**src/hdl/nearest_site_distance_binner_unit_assert.svh**
```systemverilog
// ----------------------------------------------------------------------------
// Assertion macros
// Immediate-implication and next-cycle-implication property wrappers.
// ----------------------------------------------------------------------------
`ifndef NEAREST_SITE_DISTANCE_BINNER_UNIT_ASSERT_SVH
`define NEAREST_SITE_DISTANCE_BINNER_UNIT_ASSERT_SVH
`ifndef SYNTHESIS
`define NSDB_ASSERT_IMP(label, clk, rst_n, ante, cons, msg) \
    label: assert property (@(posedge clk) disable iff (!rst_n) (ante) |-> (cons)) \
        else $error(msg);
`define NSDB_ASSERT_NXT(label, clk, rst_n, ante, cons, msg) \
    label: assert property (@(posedge clk) disable iff (!rst_n) (ante) |=> (cons)) \
        else $error(msg);
`else
`define NSDB_ASSERT_IMP(label, clk, rst_n, ante, cons, msg)
`define NSDB_ASSERT_NXT(label, clk, rst_n, ante, cons, msg)
`endif
`endif

```
**src/hdl/nsdb_pkg.sv**
```systemverilog
// ----------------------------------------------------------------------------
// nsdb_pkg
// Widths, codes and shared types of the nearest site distance binner.
// ----------------------------------------------------------------------------
package nsdb_pkg;

    localparam int MAX_SITES    = 1024;
    localparam int SITE_AW      = $clog2(MAX_SITES);
    localparam int SCAN_CW      = SITE_AW + 1;
    localparam int SITE_COUNT_W = 11;
    localparam int COORD_W      = 24;
    localparam int MAG_W        = COORD_W + 1;
    localparam int SQ_W         = 2 * MAG_W;
    localparam int LIMIT_W      = 23;
    localparam int CNT_W        = 32;
    localparam int BIN_W        = 2;
    localparam int CFG_IDX_W    = 2;
    localparam int CFG_W        = 23;
    localparam int IN_TDATA_W   = 64;
    localparam int IN_USED_W    = SITE_AW + 2 * COORD_W;
    localparam int OUT_TDATA_W  = 168;
    localparam int OUT_USED_W   = BIN_W + 5 * CNT_W;

    typedef enum logic [CFG_IDX_W-1:0] {
        CFG_SITE_COUNT = 2'd0,
        CFG_NEAR_LIMIT = 2'd1,
        CFG_MID_LIMIT  = 2'd2,
        CFG_FAR_LIMIT  = 2'd3
    } cfg_idx_t;

    typedef enum logic [BIN_W-1:0] {
        BIN_NEAR   = 2'd0,
        BIN_MID    = 2'd1,
        BIN_FAR    = 2'd2,
        BIN_BEYOND = 2'd3
    } bin_t;

    typedef enum logic {
        CMD_LOAD  = 1'b0,
        CMD_QUERY = 1'b1
    } cmd_t;

    typedef struct packed {
        logic s1_valid;
        logic out_valid;
    } sq_stat_t;

    typedef struct packed {
        logic [CNT_W-1:0] query;
        logic [CNT_W-1:0] beyond;
        logic [CNT_W-1:0] far;
        logic [CNT_W-1:0] mid;
        logic [CNT_W-1:0] near;
    } counts_t;

endpackage

```
**src/hdl/nsdb_sq_unit.sv**
```systemverilog
// ----------------------------------------------------------------------------
// nsdb_sq_unit
// Shared sum-of-squares unit: two registered squarers and a registered adder.
// ----------------------------------------------------------------------------
module nsdb_sq_unit (
    input  logic                          clk,
    input  logic                          rst_n,
    input  logic                          in_valid,
    input  logic [nsdb_pkg::MAG_W-1:0]    op_a,
    input  logic [nsdb_pkg::MAG_W-1:0]    op_b,
    output nsdb_pkg::sq_stat_t            stat,
    output logic [nsdb_pkg::SQ_W-1:0]     sum
);

    logic                        s1_valid_reg;
    logic                        out_valid_reg;
    logic [nsdb_pkg::SQ_W-1:0]   sq_a_reg;
    logic [nsdb_pkg::SQ_W-1:0]   sq_b_reg;
    logic [nsdb_pkg::SQ_W-1:0]   sq_a_next;
    logic [nsdb_pkg::SQ_W-1:0]   sq_b_next;
    logic [nsdb_pkg::SQ_W-1:0]   sum_reg;
    logic [nsdb_pkg::SQ_W-1:0]   sum_next;

    assign sq_a_next = op_a * op_a;
    assign sq_b_next = op_b * op_b;
    assign sum_next  = sq_a_reg + sq_b_reg;

    always_ff @(posedge clk or negedge rst_n)
    begin
        if (!rst_n)
        begin
            s1_valid_reg  <= 1'b0;
            out_valid_reg <= 1'b0;
        end
        else
        begin
            s1_valid_reg  <= in_valid;
            out_valid_reg <= s1_valid_reg;
        end
    end

    always_ff @(posedge clk)
    begin
        sq_a_reg <= sq_a_next;
        sq_b_reg <= sq_b_next;
        sum_reg  <= sum_next;
    end

    assign stat.s1_valid  = s1_valid_reg;
    assign stat.out_valid = out_valid_reg;
    assign sum            = sum_reg;

endmodule

```
**config.mk**
```make
export PLATFORM = sky130hd
export DESIGN_NAME = nsdb_sq_unit
export DESIGN_NICKNAME = d
export VERILOG_FILES = /design/src/hdl/nearest_site_distance_binner_unit_assert.svh /design/src/hdl/nsdb_pkg.sv /design/src/hdl/nsdb_sq_unit.sv
export SDC_FILE = /design/constraint.sdc
export NUM_CORES = 2
export LEC_CHECK = 0
export BUFFER_PORTS_ARGS = -buffer_cell sky130_fd_sc_hd__buf_2
export CELL_PAD_IN_SITES_DETAIL_PLACEMENT = 1
export CELL_PAD_IN_SITES_GLOBAL_PLACEMENT = 1
export CORE_ASPECT_RATIO = 1.25
export CORE_MARGIN = 2
export CORE_UTILIZATION = 45
export CTS_CLUSTER_DIAMETER = 120
export DETAILED_ROUTE_END_ITERATION = 12
export PLACE_DENSITY = 0.86
export SLEW_MARGIN = 20
export SYNTH_ARGS = -nofsm -noshare
export SYNTH_HDL_FRONTEND = slang
export SYNTH_SLANG_ARGS = --single-unit
```
**constraint.sdc**
```tcl
create_clock -name clk -period 3.1 [get_ports clk]
set_clock_uncertainty 0.2 [all_clocks]
set_input_delay 0.155 -clock clk [delete_from_list [all_inputs] [get_ports clk]]
set_output_delay 0.155 -clock clk [all_outputs]
set_load 0.02 [all_outputs]
```
==> impl_metrics.env, run 1 <==
export IMPL_initial_core_util=0.455
export IMPL_gp_congestion=0.918
export IMPL_die_height_um=342
export IMPL_first_error="[ERROR GRT-0116] Global routing finished with congestion. Check the congestion regions in the DRC Viewer."
export IMPL_syn_inst=4489
export IMPL_synth_most_common_cell="inv_1"
export IMPL_grt_use_total=0.666
export IMPL_grt_pass1_vias=54757
export IMPL_synth_top_area_frac=0.454
export IMPL_syn_avg_cell_area_um2=9.16
export IMPL_grt_overflow=8
export IMPL_ys_types=74
export IMPL_synth_top_area_cell="fa_1"
export IMPL_cts_htree_levels=4
export IMPL_cts_buffers=17
export IMPL_port_buffers=104
export IMPL_clk_path_buf_depth=2
export IMPL_ys_flop_type="dfxtp_1"
export IMPL_yosysWarnings=0
export IMPL_grt_max_degree=19
export IMPL_ys_seq_area_frac=0.0733
export IMPL_io_pins=105
export IMPL_failed_stage="global routing (5_1_grt)"
export IMPL_root_buffer="clkbuf_16"
export IMPL_synth_commonest_cells="inv_1, fa_1, ha_1"
export IMPL_async_reset_ff_frac=0.0133
export IMPL_syn_cell_area_um2=41100
export IMPL_dieWidth_um=274
export IMPL_synth_edf_count=0
export IMPL_syn_nets=5896
export IMPL_rows=123
export IMPL_grt_pass1_wl_mm=428
export IMPL_ys_seq_elements=150
export IMPL_synthTopCellsByArea="fa_1, ha_1, inv_1"
export IMPL_status="did not finish"
export IMPL_hpwlAfterDp_mm=137
export IMPL_cts_sinks=150
==> logic make-up after synthesis <==
| group | share of synthesized area |
|---|---|
| buffers and inverters | 0.136 |
| adders and majority gates | 0.582 |
| and+or+nand+nor | 0.107 |
| AOI/OAI and AO/OA | 0.0683 |
| xor gates and xnor gates | 0.0320 |
| DFF | 0.0733 |
| muxes | 0.00103 |
==> per-stage QoR <==
step / setup WS (ps) / TNS (ps) / instances / util / area [um^2]
2_1_floorplan: -3190 / -205490 / 4489 / - / 42800
3_3_place_gp: -3720 / -265970 / 6458 / 0.552 / 49900
3_5_place_dp: -4190 / -300750 / 6458 / 0.552 / 49900
4_1_cts: -3410 / -236090 / 6596 / 0.599 / 54100
==> repair_timing <==
action	in CTS
buffers inserted	111
hold buffers	5
gates cloned	1
endpoints found under the setup margin	111
pin swaps	301
endpoints found under the hold margin	5
gates resized for setup	693
==> per-layer routing <==
metal  GRT overflow  track usage
met1              0        0.637
met2              4        0.847
met4              4        0.670
met3              0        0.523
met5              0        0.245
==> run 2: changes to the inputs <==
- CELL_PAD_IN_SITES_DETAIL_PLACEMENT: 1 -> unset
- CELL_PAD_IN_SITES_GLOBAL_PLACEMENT: 1 -> unset
- CORE_ASPECT_RATIO: 1.25 -> unset
- CORE_UTILIZATION: 45 -> 30
- CTS_CLUSTER_DIAMETER: 120 -> unset
- PLACE_DENSITY: 0.86 -> unset
- PLACE_DENSITY_LB_ADDON: unset -> 0.15
==> run 2 against run 1 <==
The flow now finishes, with violations (setup timing). Area after synthesis unchanged. Synthesized cell count stayed put.
==> impl_metrics.env, run 2 <==
export IMPL_max_stage_delay_ps=620
export IMPL_cp_num_cells=25
export IMPL_fillerInstances=13660
export IMPL_core_area_um2=136000
export IMPL_hold_class="in -> reg"
export IMPL_cts_tree="yes"
export IMPL_r2r_cells=11
export IMPL_largest_reg_flops=50
export IMPL_vias=31448
export IMPL_grt_pass1_vias=35804
export IMPL_grt_use_total=0.168
export IMPL_hpwlAfterDp_mm=99.9
export IMPL_cts_sinks=150
export IMPL_finalWorstSetupSlack_ps=-3070
export IMPL_ys_seq_area_frac=0.0733
export IMPL_drcViolationCount=0
export IMPL_preCtsSetupSlack_ps=-3820
export IMPL_drive_gt1_frac=0.318
export IMPL_root_buffer="clkbuf_16"
export IMPL_clk_path_buf_depth=3
export IMPL_cts_buffers=25
export IMPL_worstSetupPathType="in -> reg"
export IMPL_areaGrowthSynthToFinish_pct=36.1
export IMPL_io_pins=105
export IMPL_worst_path_most_repeated_cell="fa_1"
export IMPL_syn_nets=5896
export IMPL_holdWs_ps=51.2
export IMPL_synth_mux_area_frac=0.00103
export IMPL_hold_violations=0
export IMPL_syn_cell_area_um2=41100
export IMPL_synth_top_area_frac=0.454
export IMPL_crit_buf_inv=8
export IMPL_hold_depth=4
export IMPL_grt_max_degree=18
export IMPL_violations="setup timing"
export IMPL_cp_end_kind="flip-flop"
export IMPL_status="finished, violations left"
export IMPL_synthSimpleGateAreaFrac=0.107
export IMPL_die_height_um=374
export IMPL_period_share=1.99
export IMPL_synth_most_common_cell="inv_1"
export IMPL_synth_edf_count=0
export IMPL_tightest_slew_ps=456
export IMPL_synth_compound_area_share=0.0683
export IMPL_syn_inst=4489
export IMPL_synth_top_area_cell="fa_1"
export IMPL_avgRoutedWirePerCell_um=15.7
export IMPL_synthTopCellsByArea="fa_1, ha_1, inv_1"
export IMPL_grt_overflow=0
export IMPL_period_minus_slack_ps=6170
export IMPL_synth_xor_area_frac=0.0320
export IMPL_antenna_found_initial=3
export IMPL_rows=135
export IMPL_ant_nets=0
export IMPL_startpoint_type="input port"
export IMPL_synth_top_family_by_area="adder cells"
export IMPL_placed_cell_area_um2=50700
export IMPL_crit_path_max_fanout=6
export IMPL_yosysWarnings=0
export IMPL_max_freq_ghz=0.162
export IMPL_drv_slew=0
export IMPL_port_buffers=104
export IMPL_synth_commonest_cells="inv_1, fa_1, ha_1"
export IMPL_ys_types=74
export IMPL_cp_top_family="adder cells"
export IMPL_final_nets=6839
export IMPL_final_cell_mix="inv_1, fa_1, buf_4"
export IMPL_gp_congestion=0.828
export IMPL_vias_per_cell=4.36
export IMPL_clkLatencyLatePin_ps=490
export IMPL_dieArea_um2=140000
export IMPL_syn_avg_cell_area_um2=9.16
export IMPL_initial_core_util=0.303
export IMPL_tns_ps=-205750
export IMPL_ys_seq_elements=150
export IMPL_cap_violations=0
export IMPL_grt_pass1_wl_mm=188
export IMPL_clkTransAtPathRegs_ps=60
export IMPL_insertedDiodeCount=0
export IMPL_drt_iter0_drc=935
export IMPL_setup_violations_final=90
export IMPL_wirelength_mm=113
export IMPL_worstPathArrival_ps=6330
export IMPL_mostFrequentLayoutCell="inv_1"
export IMPL_cts_htree_levels=4
export IMPL_grt_setup_unrepaired="true"
export IMPL_crit_path_top_delay_cell="fa_2"
export IMPL_slew_headroom=0.688
export IMPL_synth_fa_ha_area_frac=0.582
export IMPL_ys_flop_type="dfxtp_1"
export IMPL_drt_pass1_iter_count=5
export IMPL_design_area_um2=55900
export IMPL_dieWidth_um=374
export IMPL_required_ps=3260
export IMPL_async_reset_ff_frac=0.0133
## run 2: cell counts after synthesis
Identical to the previous run, type by type.
## run 2: per-stage QoR
stage / std cells / util
floorplan: 4489 / -
global placement: 7061 / 0.374
detailed placement: 7061 / 0.374
CTS: 7172 / 0.397
global route: 7219 / 0.412
finish: 7219 / 0.412
## run 2: timing repair
action / in CTS / in global routing
pin swaps: 233 / 249
setup endpoints to repair: 100 / 102
resized for setup: 487 / 371
buffers inserted: 79 / 60
endpoints found under the hold margin: 5 / 0
cloned: 2 / 1
hold buffers: 5 / 0
## run 2: kinds of logic after synthesis
| family | after synthesis |
|---|---|
| adders and majority gates | 1354 |
| and+or+nand+nor | 922 |
| xor gates and xnor gates | 150 |
| AOI/OAI and AO/OA | 421 |
| buffers and inverters | 1488 |
| muxes | 4 |
| DFF | 150 |
## run 2: final cells by class
class                      instances  area [um^2]  area share
inverter                        1365         5160      0.0922
sequential                       150         3010      0.0539
multi-input combinational       2851        35800       0.640
clock inverter                     2         12.5    0.000224
clock buffer                      31          688      0.0123
timing repair buffer            1039         9030       0.161
tap                             1781         2230      0.0398
## run 2: per-layer routing
layer / track usage / share of wire / vias to the layer above / wire length (um)
met5: 0 / 0 / - / 0
met4: 0.0222 / 0.014 / 0 / 1560
met3: 0.0146 / 0.019 / 89 / 2150
met2: 0.308 / 0.52 / 270 / 59000
met1: 0.220 / 0.45 / 15991 / 50400
li1: - / - / 15098 / -
## run 2: path summary, 6_finish.rpt
kind,startpoint,endpoint,slack (ps)
worst min register to register,s1_valid_reg,out_valid_reg,190
min in group asynchronous,rst_n,out_valid_reg,330
worst max register to register,sq_b_reg[6],sum[49],10
max in group asynchronous,rst_n,s1_valid_reg,2240
worst max-delay path,op_a[9],sq_a_reg[49],-3070
worst min-delay path,op_a[1],sq_a_reg[2],50
## run 2: worst reg2reg max path, cell delays in order, from the launching register on
cell and delay, ps:
dfxtp_1 300, ha_1 320, a21o_1 170, a21o_1 200, o31ai_4 350, a2111oi_4 130
buf_4 190, o2111ai_4 230, o2111ai_4 180, o31a_1 390, a21oi_2 180, xnor2_2 160
Power of run 2 is not shown: default switching activity piles up to over one toggle a cycle in this logic, so the estimate is an artifact.
