### config.mk
export PLATFORM = sky130hd
export DESIGN_NAME = nsdb_counters
export DESIGN_NICKNAME = d
export VERILOG_FILES = /design/src/hdl/nearest_site_distance_binner_unit_assert.svh /design/src/hdl/nsdb_pkg.sv /design/src/hdl/nsdb_counters.sv
export SDC_FILE = /design/constraint.sdc
export NUM_CORES = 1
export LEC_CHECK = 0
export BUFFER_PORTS_ARGS = -buffer_cell sky130_fd_sc_hd__buf_2
export CAP_MARGIN = 20
export CORE_AREA = 4 4 105 181
export CTS_CLUSTER_SIZE = 28
export DETAILED_ROUTE_END_ITERATION = 10
export DIE_AREA = 0 0 109 185
export PLACE_DENSITY = 0.81
export SETUP_SLACK_MARGIN = 0.02
export SLEW_MARGIN = 30
export SYNTH_ARGS = -nofsm -noshare
export SYNTH_HDL_FRONTEND = slang
export SYNTH_SLANG_ARGS = --single-unit
export TNS_END_PERCENT = 100
### constraint.sdc
create_clock -name clk -period 2.29 [get_ports clk]
set_clock_uncertainty 0.2 [all_clocks]
set_input_delay 0.1145 -clock clk [delete_from_list [all_inputs] [get_ports clk]]
set_output_delay 0.1145 -clock clk [all_outputs]
set_load 0.02 [all_outputs]
### src/hdl/nearest_site_distance_binner_unit_assert.svh
// ----------------------------------------------------------------------------
// Assertion macros
// Immediate-implication and next-cycle-implication property wrappers.
// ----------------------------------------------------------------------------
`ifndef NEAREST_SITE_DISTANCE_BINNER_UNIT_ASSERT_SVH
`define NEAREST_SITE_DISTANCE_BINNER_UNIT_ASSERT_SVH
`ifndef SYNTHESIS
`define NSDB_ASSERT_IMP(label, clk, rst_n, ante, cons, msg) \
    label: assert property (@(posedge clk) disable iff (!rst_n) (ante) |-> (cons)) \
        else $error(msg);
`define NSDB_ASSERT_NXT(label, clk, rst_n, ante, cons, msg) \
    label: assert property (@(posedge clk) disable iff (!rst_n) (ante) |=> (cons)) \
        else $error(msg);
`else
`define NSDB_ASSERT_IMP(label, clk, rst_n, ante, cons, msg)
`define NSDB_ASSERT_NXT(label, clk, rst_n, ante, cons, msg)
`endif
`endif

### src/hdl/nsdb_pkg.sv
// ----------------------------------------------------------------------------
// nsdb_pkg
// Widths, codes and shared types of the nearest site distance binner.
// ----------------------------------------------------------------------------
package nsdb_pkg;

    localparam int MAX_SITES    = 1024;
    localparam int SITE_AW      = $clog2(MAX_SITES);
    localparam int SCAN_CW      = SITE_AW + 1;
    localparam int SITE_COUNT_W = 11;
    localparam int COORD_W      = 24;
    localparam int MAG_W        = COORD_W + 1;
    localparam int SQ_W         = 2 * MAG_W;
    localparam int LIMIT_W      = 23;
    localparam int CNT_W        = 32;
    localparam int BIN_W        = 2;
    localparam int CFG_IDX_W    = 2;
    localparam int CFG_W        = 23;
    localparam int IN_TDATA_W   = 64;
    localparam int IN_USED_W    = SITE_AW + 2 * COORD_W;
    localparam int OUT_TDATA_W  = 168;
    localparam int OUT_USED_W   = BIN_W + 5 * CNT_W;

    typedef enum logic [CFG_IDX_W-1:0] {
        CFG_SITE_COUNT = 2'd0,
        CFG_NEAR_LIMIT = 2'd1,
        CFG_MID_LIMIT  = 2'd2,
        CFG_FAR_LIMIT  = 2'd3
    } cfg_idx_t;

    typedef enum logic [BIN_W-1:0] {
        BIN_NEAR   = 2'd0,
        BIN_MID    = 2'd1,
        BIN_FAR    = 2'd2,
        BIN_BEYOND = 2'd3
    } bin_t;

    typedef enum logic {
        CMD_LOAD  = 1'b0,
        CMD_QUERY = 1'b1
    } cmd_t;

    typedef struct packed {
        logic s1_valid;
        logic out_valid;
    } sq_stat_t;

    typedef struct packed {
        logic [CNT_W-1:0] query;
        logic [CNT_W-1:0] beyond;
        logic [CNT_W-1:0] far;
        logic [CNT_W-1:0] mid;
        logic [CNT_W-1:0] near;
    } counts_t;

endpackage

### src/hdl/nsdb_counters.sv
// ----------------------------------------------------------------------------
// nsdb_counters
// Saturating per-bin and query counters.
// ----------------------------------------------------------------------------
module nsdb_counters (
    input  logic                 clk,
    input  logic                 rst_n,
    input  logic                 upd,
    input  nsdb_pkg::bin_t       bin,
    output nsdb_pkg::counts_t    counts
);

    nsdb_pkg::counts_t counts_reg;
    nsdb_pkg::counts_t counts_next;

    function automatic logic [nsdb_pkg::CNT_W-1:0] sat_inc(
        input logic [nsdb_pkg::CNT_W-1:0] c
    );
        return (c == '1) ? c : c + nsdb_pkg::CNT_W'(1);
    endfunction

    always_comb
    begin
        counts_next = counts_reg;
        if (upd)
        begin
            counts_next.query = sat_inc(counts_reg.query);
            case (bin)
                nsdb_pkg::BIN_NEAR:   counts_next.near   = sat_inc(counts_reg.near);
                nsdb_pkg::BIN_MID:    counts_next.mid    = sat_inc(counts_reg.mid);
                nsdb_pkg::BIN_FAR:    counts_next.far    = sat_inc(counts_reg.far);
                default:              counts_next.beyond = sat_inc(counts_reg.beyond);
            endcase
        end
    end

    always_ff @(posedge clk or negedge rst_n)
    begin
        if (!rst_n)
        begin
            counts_reg <= '0;
        end
        else
        begin
            counts_reg <= counts_next;
        end
    end

    assign counts = counts_reg;

endmodule

# After elaboration in Yosys (flattened, before gate mapping)
# Index checks and enable logic that the tools add are counted.
[word_totals]
reg_bits = 160
out_inout_bits = 160
[op_classes]
addsub = 5
n_eq_ne = 7
bitwise = 6
reduce_logical = 7
[op_table]
columns = ["cell", "count"]
rows = [
  ["$add 32x1->32 const B", 5],
  ["$eq 32x32->1 const B", 5],
  ["$reduce_and 3->1", 4],
  ["$not 1->1", 6],
  ["$reduce_or 3->1", 1],
  ["$eq 2x1->1 const B", 1],
  ["$eq 2x2->1 const B", 1],
  ["$logic_not 2->1", 1],
  ["$reduce_and 2->1", 1],
]

# Longest topological paths before layout
# Gate-level depths: netlist (run 1).
[logic_depth]
word_depth = 4
ltp_mapped = 7
ltp_nobuf = 6

# Worst setup path before layout (run 1)
# No wires, ideal clock.
[synth_path]
path_kind = "register -> register"
startpoint = "reg counts_reg (netlist bit counts[128])"
endpoint = "reg counts_reg (netlist bit counts[129])"
arrival_time_ns = 2.214
t_required_ns = 1.962
path_slack_ns = -0.252
path_stages_with_launch = 8
period_less_slack_ns = 2.542
path_cell_list = "dfrtp_1 -> ha_1 -> nand3_1 -> or4_1 -> or3_1 -> clkbuf_1 -> nand2_1 -> mux2_1"
[synth_via]
elab_chain_cells = 3
word_cells_on_any_way = 4
classes_between = "1 x add/sub; 1 x eq/ne; 1 x bitwise; 1 x reduce/logical"
[synth_lines]
columns = ["item", "line_no", "text"]
rows = [
  ["start: declaration", "nsdb_counters.sv:13", "nsdb_pkg::counts_t counts_reg;"],
  ["start signal: assignment", "nsdb_counters.sv:45", "counts_reg <= counts_next;"],
  ["branches (longest 3 deep; another with $add 32x1->32)", "n/a", ""],
]
# Several ways; the timed one is not identified.
# A chain may end at the register's enable or synchronous reset.

# Final worst setup path (run 1)
[layout_path]
startpoint = "reg counts_reg (netlist bit counts[128])"
endpoint = "reg counts_reg (netlist bit counts[141])"
# Same word-level chain as after synthesis.

==> flow_metrics.env, run 1 <==
export IMPL_timing_worst_setup_path_type="reg2reg"
export IMPL_clock_fmax_ghz=0.446
export IMPL_synth_top_flop_cell="dfrtp_1"
export IMPL_yosys_cell_types_count=49
export IMPL_postSynthRegisterBits=160
export IMPL_num_fill_cells=1434
export IMPL_globalRouteTotalUtil_pct=22.4
export IMPL_post_route_cells_drive_above_1_share_pct=35.8
export IMPL_postRouteAntennaNets=0
export IMPL_grt_setup_unrepaired="yes"
export IMPL_max_slew_margin_rel_pct=61.5
export IMPL_yosys_top_cells_count="dfrtp_1 (160), xnor2_1 (104), nand4_1 (72)"
export IMPL_outcome="completed"
export IMPL_path_clk_slew_ns=0.07
export IMPL_post_synthesis_average_cell_area_um2=10.8
export IMPL_syn_warnings=0
export IMPL_synth_yosys_seq_area_share_pct=51.7
export IMPL_regToRegStartpoint="counts[128]"
export IMPL_synth_largest_area_cell="dfrtp_1"
export IMPL_hold_worst_slack_ns=0.0410
export IMPL_synth_edff_count=0
export IMPL_via_count=6963
export IMPL_data_arrival_time_at_the_worst_slack_endpoint_ns=2.36
export IMPL_gp_congestion=0.932
export IMPL_vias_per_cell=5.54
export IMPL_via_count_of_the_first_global_routing_pass=7117
export IMPL_design_power_total_mw=7.79
export IMPL_worstRegToRegCells=7
export IMPL_timing_critical_path_slowest_stage_cell="or4_4"
export IMPL_worstHoldEndpoint="counts[0]"
export IMPL_synthesis_nets=729
export IMPL_cp_data_required_time_ns=2.41
export IMPL_power_density_nw_per_um2=739
export IMPL_avgRoutedWirePerCell_um=17.5
export IMPL_rrSetupSlack_ns=0.05
export IMPL_final_setup_viol_count=0
export IMPL_async_flop_share_pct=100
export IMPL_cell_with_the_most_instances_after_synthesis="dfrtp_1"
export IMPL_dpl_hpwl_mm=16.3
export IMPL_initial_core_util_pct=44.2
export IMPL_hold_path_class="in2reg"
export IMPL_io_pins=165
export IMPL_worst_r2r_endpoint="counts[141]"
export IMPL_cts_root_buffer="clkbuf_16"
export IMPL_core_area_um2=17500
export IMPL_finalCriticalPeriod_ns=2.24
export IMPL_cpLargestDelayFamily="simple AND/OR/NAND/NOR gates"
export IMPL_place_port_buffers=164
export IMPL_die_area_um2=20200
export IMPL_insertion_delay_ns=0.43
export IMPL_area_occupied_by_multi_input_gates_um2=3820
export IMPL_drt_initial_drc_count=341
export IMPL_cts_buffers=17
export IMPL_htree_levels=4
export IMPL_num_rows=64
export IMPL_largest_register_ffs=160
export IMPL_nNetsFinal=1023
export IMPL_max_cap_violations=0
export IMPL_drtPass1Iterations=4
export IMPL_grt_first_pass_wirelength_mm=35.6
export IMPL_worst_hold_path_num_cells=5
export IMPL_timing_hold_worst_start="bin[0]"
export IMPL_grt_overflow_total=0
export IMPL_totalWireLength_mm=22.0
export IMPL_final_min_period_over_clock_period_pct=98.0
export IMPL_largest_net_degree_at_the_start_of_global_routing=64
export IMPL_remaining_drc_errors=0
export IMPL_setup_tns_ns=0
export IMPL_synth_top_cells_by_area="dfrtp_1 (52%), xnor2_1 (12%), nand4_1 (5.8%)"
export IMPL_finalHoldViolCount=0
export IMPL_ir_drop_v=0.000429
export IMPL_critPathMaxStageDelay_ns=0.52
export IMPL_chipHeight_um=185
export IMPL_clk_path_buf_depth=2
export IMPL_netlist_area_um2=7740
export IMPL_critPathLaunchType="register"
export IMPL_floorplan_die_width_um=109
export IMPL_crit_fanout=5
export IMPL_worstMarginPinSlew_ns=0.574
export IMPL_count_of_pins_over_their_slew_limit=0
export IMPL_path_cells="ha_4, nand3_2, or4_4, or3_1, buf_4, and3_4, xor2_1"
export IMPL_regArea_um2=4030
export IMPL_syn_to_final_growth_pct=36.2
export IMPL_clock_sinks=160
export IMPL_critical_path_n_buffers_inverters=1
export IMPL_synth_largest_type_area_fraction_pct=51.7
export IMPL_insertedDiodeCount=0
export IMPL_critical_path_endpoint_type="register"
export IMPL_number_of_antenna_violations_at_the_first_check_in_global_routing=0
export IMPL_post_synth_inst_count=719
export IMPL_power_leakage_nw=5.23
export IMPL_final_util_pct=60.2
export IMPL_cts_tree="built"
repair_timing:
| item | in CTS | in global routing |
|---|---|---|
| gates cloned | 0 | 0 |
| gates resized for setup | 2 | 18 |
| setup endpoints to repair | 10 | 59 |
| pin swaps | 0 | 7 |
| endpoints found under the hold margin | 164 | 0 |
| hold buffers | 3 | 0 |
| buffers inserted | 0 | 8 |
power by group:
part	total, mW	switching [mW]	internal [mW]
Clock	3.02	1.27	1.76
Combinational	1.47	0.848	0.621
Sequential	3.30	0.237	3.06
Total	7.79	2.35	5.44
worst register-to-register path, stage by stage (launching register included):
cell	delay, ns
dfrtp_2	0.39
ha_4	0.14
nand3_2	0.07
or4_4	0.52
or3_1	0.35
buf_4	0.16
and3_4	0.17
xor2_1	0.13
worst max path at each step:
stage | startpoint | endpoint | slack, ns | cells past startpoint
global placement | counts[32] | counts[55] | 0.04 | 6
global route | counts[128] | counts[141] | -0.03 | 7
detailed placement | counts[32] | counts[55] | 0.003 | 6
CTS | counts[32] | counts[55] | 0.03 | 6
floorplan | counts[128] | counts[129] | -0.08 | 7
finish | counts[128] | counts[141] | 0.05 | 7
cell families (layout without fill, tap and decap cells):
kind of cell	count (synthesis)	after routing	share of synthesized area [%]
simple gates	358	358	25.8
flops	160	160	51.7
xor+xnor	152	152	17.2
compound gates	23	23	2.84
buf+inv	16	323	0.889
fa+ha+maj	5	5	0.808
mux	5	5	0.727
cell usage in the layout (no fill, tap or decap), drive strengths merged, types with 5 or more instances in the layout:
cell type    n
dfrtp      160
inv         15
or3          6
and4        22
nor4        12
nor3        28
nand2       66
xor2        48
nand3       53
buf        282
or4          5
and3        33
clkbuf      17
ha           5
and2         9
mux2         5
xnor2      104
nor2        37
nand4       74
layout make-up:
class,count,area share [%]
clock buffers,17,4.03
clock inverters,15,1.86
inverters,7,0.249
multi-input cells,543,36.2
flip-flops and latches,160,38.2
well taps,231,2.74
repair buffers,284,16.8
stage by stage:
stage / cell area, um^2 / instances / setup WS (ns)
after global placement: 9750 / 1214 / 0.0432
after CTS: 10400 / 1249 / 0.0255
after floorplan: 7850 / 719 / -0.0819
after detailed placement: 9750 / 1214 / 0.00250
after global routing: 10600 / 1257 / -0.0312
final: 10600 / 1257 / 0.0461
layer usage:
metal  track usage [%]  part of all wire [%]
met1              24.1                    36
met4              10.7                   3.7
met3              4.26                   4.1
met2              41.2                    56
met5                 0                     0
No activity file was read; power rests on OpenSTA's default activity.
==> run 2, diff against run 1 <==
Settings changed: CELL_PAD_IN_SITES_DETAIL_PLACEMENT set to 1, CELL_PAD_IN_SITES_GLOBAL_PLACEMENT set to 2, CORE_AREA 4 4 105 181 to 4 4 125 217, DIE_AREA 0 0 109 185 to 0 0 129 221, PLACE_DENSITY 0.81 to 0.86.
==> flow_metrics.env, run 2 (synthesis gave the netlist of run 1 again) <==
export IMPL_outcome="completed"
export IMPL_worstMarginPinSlew_ns=0.511
export IMPL_power_leakage_nw=5.32
export IMPL_path_clk_slew_ns=0.07
export IMPL_htree_levels=4
export IMPL_final_min_period_over_clock_period_pct=97.0
export IMPL_dpl_hpwl_mm=19.5
export IMPL_clock_fmax_ghz=0.450
export IMPL_largest_net_degree_at_the_start_of_global_routing=65
export IMPL_globalRouteTotalUtil_pct=18.2
export IMPL_worst_hold_path_num_cells=4
export IMPL_avgRoutedWirePerCell_um=18.6
export IMPL_finalCriticalPeriod_ns=2.22
export IMPL_finalHoldViolCount=0
export IMPL_io_pins=165
export IMPL_postRouteAntennaNets=0
export IMPL_final_util_pct=42.8
export IMPL_post_route_cells_drive_above_1_share_pct=36.8
export IMPL_setup_tns_ns=0
export IMPL_insertedDiodeCount=0
export IMPL_cts_buffers=17
export IMPL_data_arrival_time_at_the_worst_slack_endpoint_ns=2.36
export IMPL_grt_setup_unrepaired="yes"
export IMPL_nNetsFinal=1047
export IMPL_floorplan_die_width_um=129
export IMPL_hold_path_class="in2reg"
export IMPL_drt_initial_drc_count=184
export IMPL_grt_overflow_total=0
export IMPL_count_of_pins_over_their_slew_limit=0
export IMPL_most_frequent_cells_in_the_layout="buf_2 (163), dfrtp_1 (145), buf_4 (138), xnor2_1 (104), nand4_1 (72)"
export IMPL_power_switching_share_pct=31.1
export IMPL_drtPass1Iterations=4
export IMPL_initial_core_util_pct=30.7
export IMPL_cp_data_required_time_ns=2.43
export IMPL_power_frac_clock_pct=37.7
export IMPL_worstRegToRegCells=5
export IMPL_largest_register_ffs=160
export IMPL_int_pwr_mw=5.37
export IMPL_ir_drop_v=0.000530
export IMPL_insertion_delay_ns=0.45
export IMPL_chipHeight_um=221
export IMPL_totalWireLength_mm=25.4
export IMPL_seqPwrFrac_pct=42.0
export IMPL_via_count_of_the_first_global_routing_pass=7774
export IMPL_grt_first_pass_wirelength_mm=41.2
export IMPL_timing_hold_worst_start="upd"
export IMPL_via_count=6976
export IMPL_gp_congestion=0.812
export IMPL_core_area_um2=25200
export IMPL_rrSetupSlack_ns=0.07
export IMPL_number_of_antenna_violations_at_the_first_check_in_global_routing=0
export IMPL_num_rows=77
export IMPL_crit_fanout=5
export IMPL_vias_per_cell=5.11
export IMPL_layout_cells_most_common="buf_2"
export IMPL_regToRegStartpoint="counts[148]"
export IMPL_timing_worst_setup_path_type="reg2reg"
export IMPL_worst_r2r_endpoint="counts[129]"
export IMPL_power_density_nw_per_um2=723
export IMPL_clock_sinks=160
export IMPL_syn_to_final_growth_pct=39.4
export IMPL_critical_path_endpoint_type="register"
export IMPL_max_slew_margin_rel_pct=65.1
export IMPL_final_setup_viol_count=0
export IMPL_cts_tree="built"
export IMPL_critPathLaunchType="register"
export IMPL_power_frac_comb_pct=20.3
export IMPL_cts_root_buffer="clkbuf_16"
export IMPL_remaining_drc_errors=0
export IMPL_power_net_switching_mw=2.43
export IMPL_max_cap_violations=0
export IMPL_clk_path_buf_depth=2
export IMPL_place_port_buffers=164
export IMPL_worstHoldEndpoint="counts[131]"
export IMPL_die_area_um2=28500
[run 2: final cells by class]
class                      instances  area (um^2)
fill                            2893        14500
timing repair buffer             308         1960
sequential                       160         4020
tap                              316          395
clock buffer                      17          425
clock inverter                    15          171
multi-input combinational        543         3790
inverter                           7         26.3
[run 2: worst max path at each step]
stage,start,end,slack [ns],cells after the start
detailed placement,counts[64],counts[89],0.03,7
floorplan,counts[128],counts[129],-0.08,7
CTS,counts[64],counts[89],0.03,7
global placement,counts[128],counts[129],0.07,6
finish,counts[148],counts[129],0.07,5
global route,counts[148],counts[129],-0.01,5
[run 2: through the flow]
stage	instance area, um^2	total power [mW]	hold WS (ns)	std cells	setup WS (ns)
2_1_floorplan	7850	4.06	-0.381	719	-0.0819
3_3_place_gp	10100	4.82	-0.139	1328	0.0712
3_5_place_dp	10100	4.88	-0.132	1328	0.0321
4_1_cts	10700	7.88	0.00134	1362	0.0260
5_1_grt	10800	8.18	0.0382	1366	-0.0100
6_report	10800	7.80	0.0339	1366	0.0696
[run 2: repair_timing]
item / CTS / global route
setup buffers: 0 / 4
endpoints found under the hold margin: 160 / 0
setup endpoints to repair: 0 / 34
resized for setup: 0 / 13
hold buffers: 2 / 0
[run 2: critical path, stage by stage, from the launching register on]
cell     delay [ns]
dfrtp_2        0.36
nand4_1        0.16
or4_4          0.61
or3_4          0.37
nand2_2        0.10
mux2_1         0.31
[run 2: layer usage]
layer / share of wire (%) / wire, um / global-route usage, % / vias up
li1: - / - / - / 3242
met1: 36 / 9070 / 18.2 / 3547
met2: 57 / 14500 / 34.9 / 137
met3: 3.8 / 955 / 3.67 / 50
met4: 3.2 / 818 / 8.17 / 0
met5: 0 / 0 / 0 / -
[run 2: power by group through the flow]
| stage | Clock (mW) | Sequential, mW | Combinational (mW) |
|---|---|---|---|
| after floorplan | 0 | 3.68 | 0.377 |
| after global placement | 0 | 3.31 | 1.51 |
| after detailed placement | 0 | 3.33 | 1.55 |
| after CTS | 3.04 | 3.27 | 1.56 |
| after global routing | 3.15 | 3.30 | 1.73 |
| final | 2.94 | 3.27 | 1.58 |
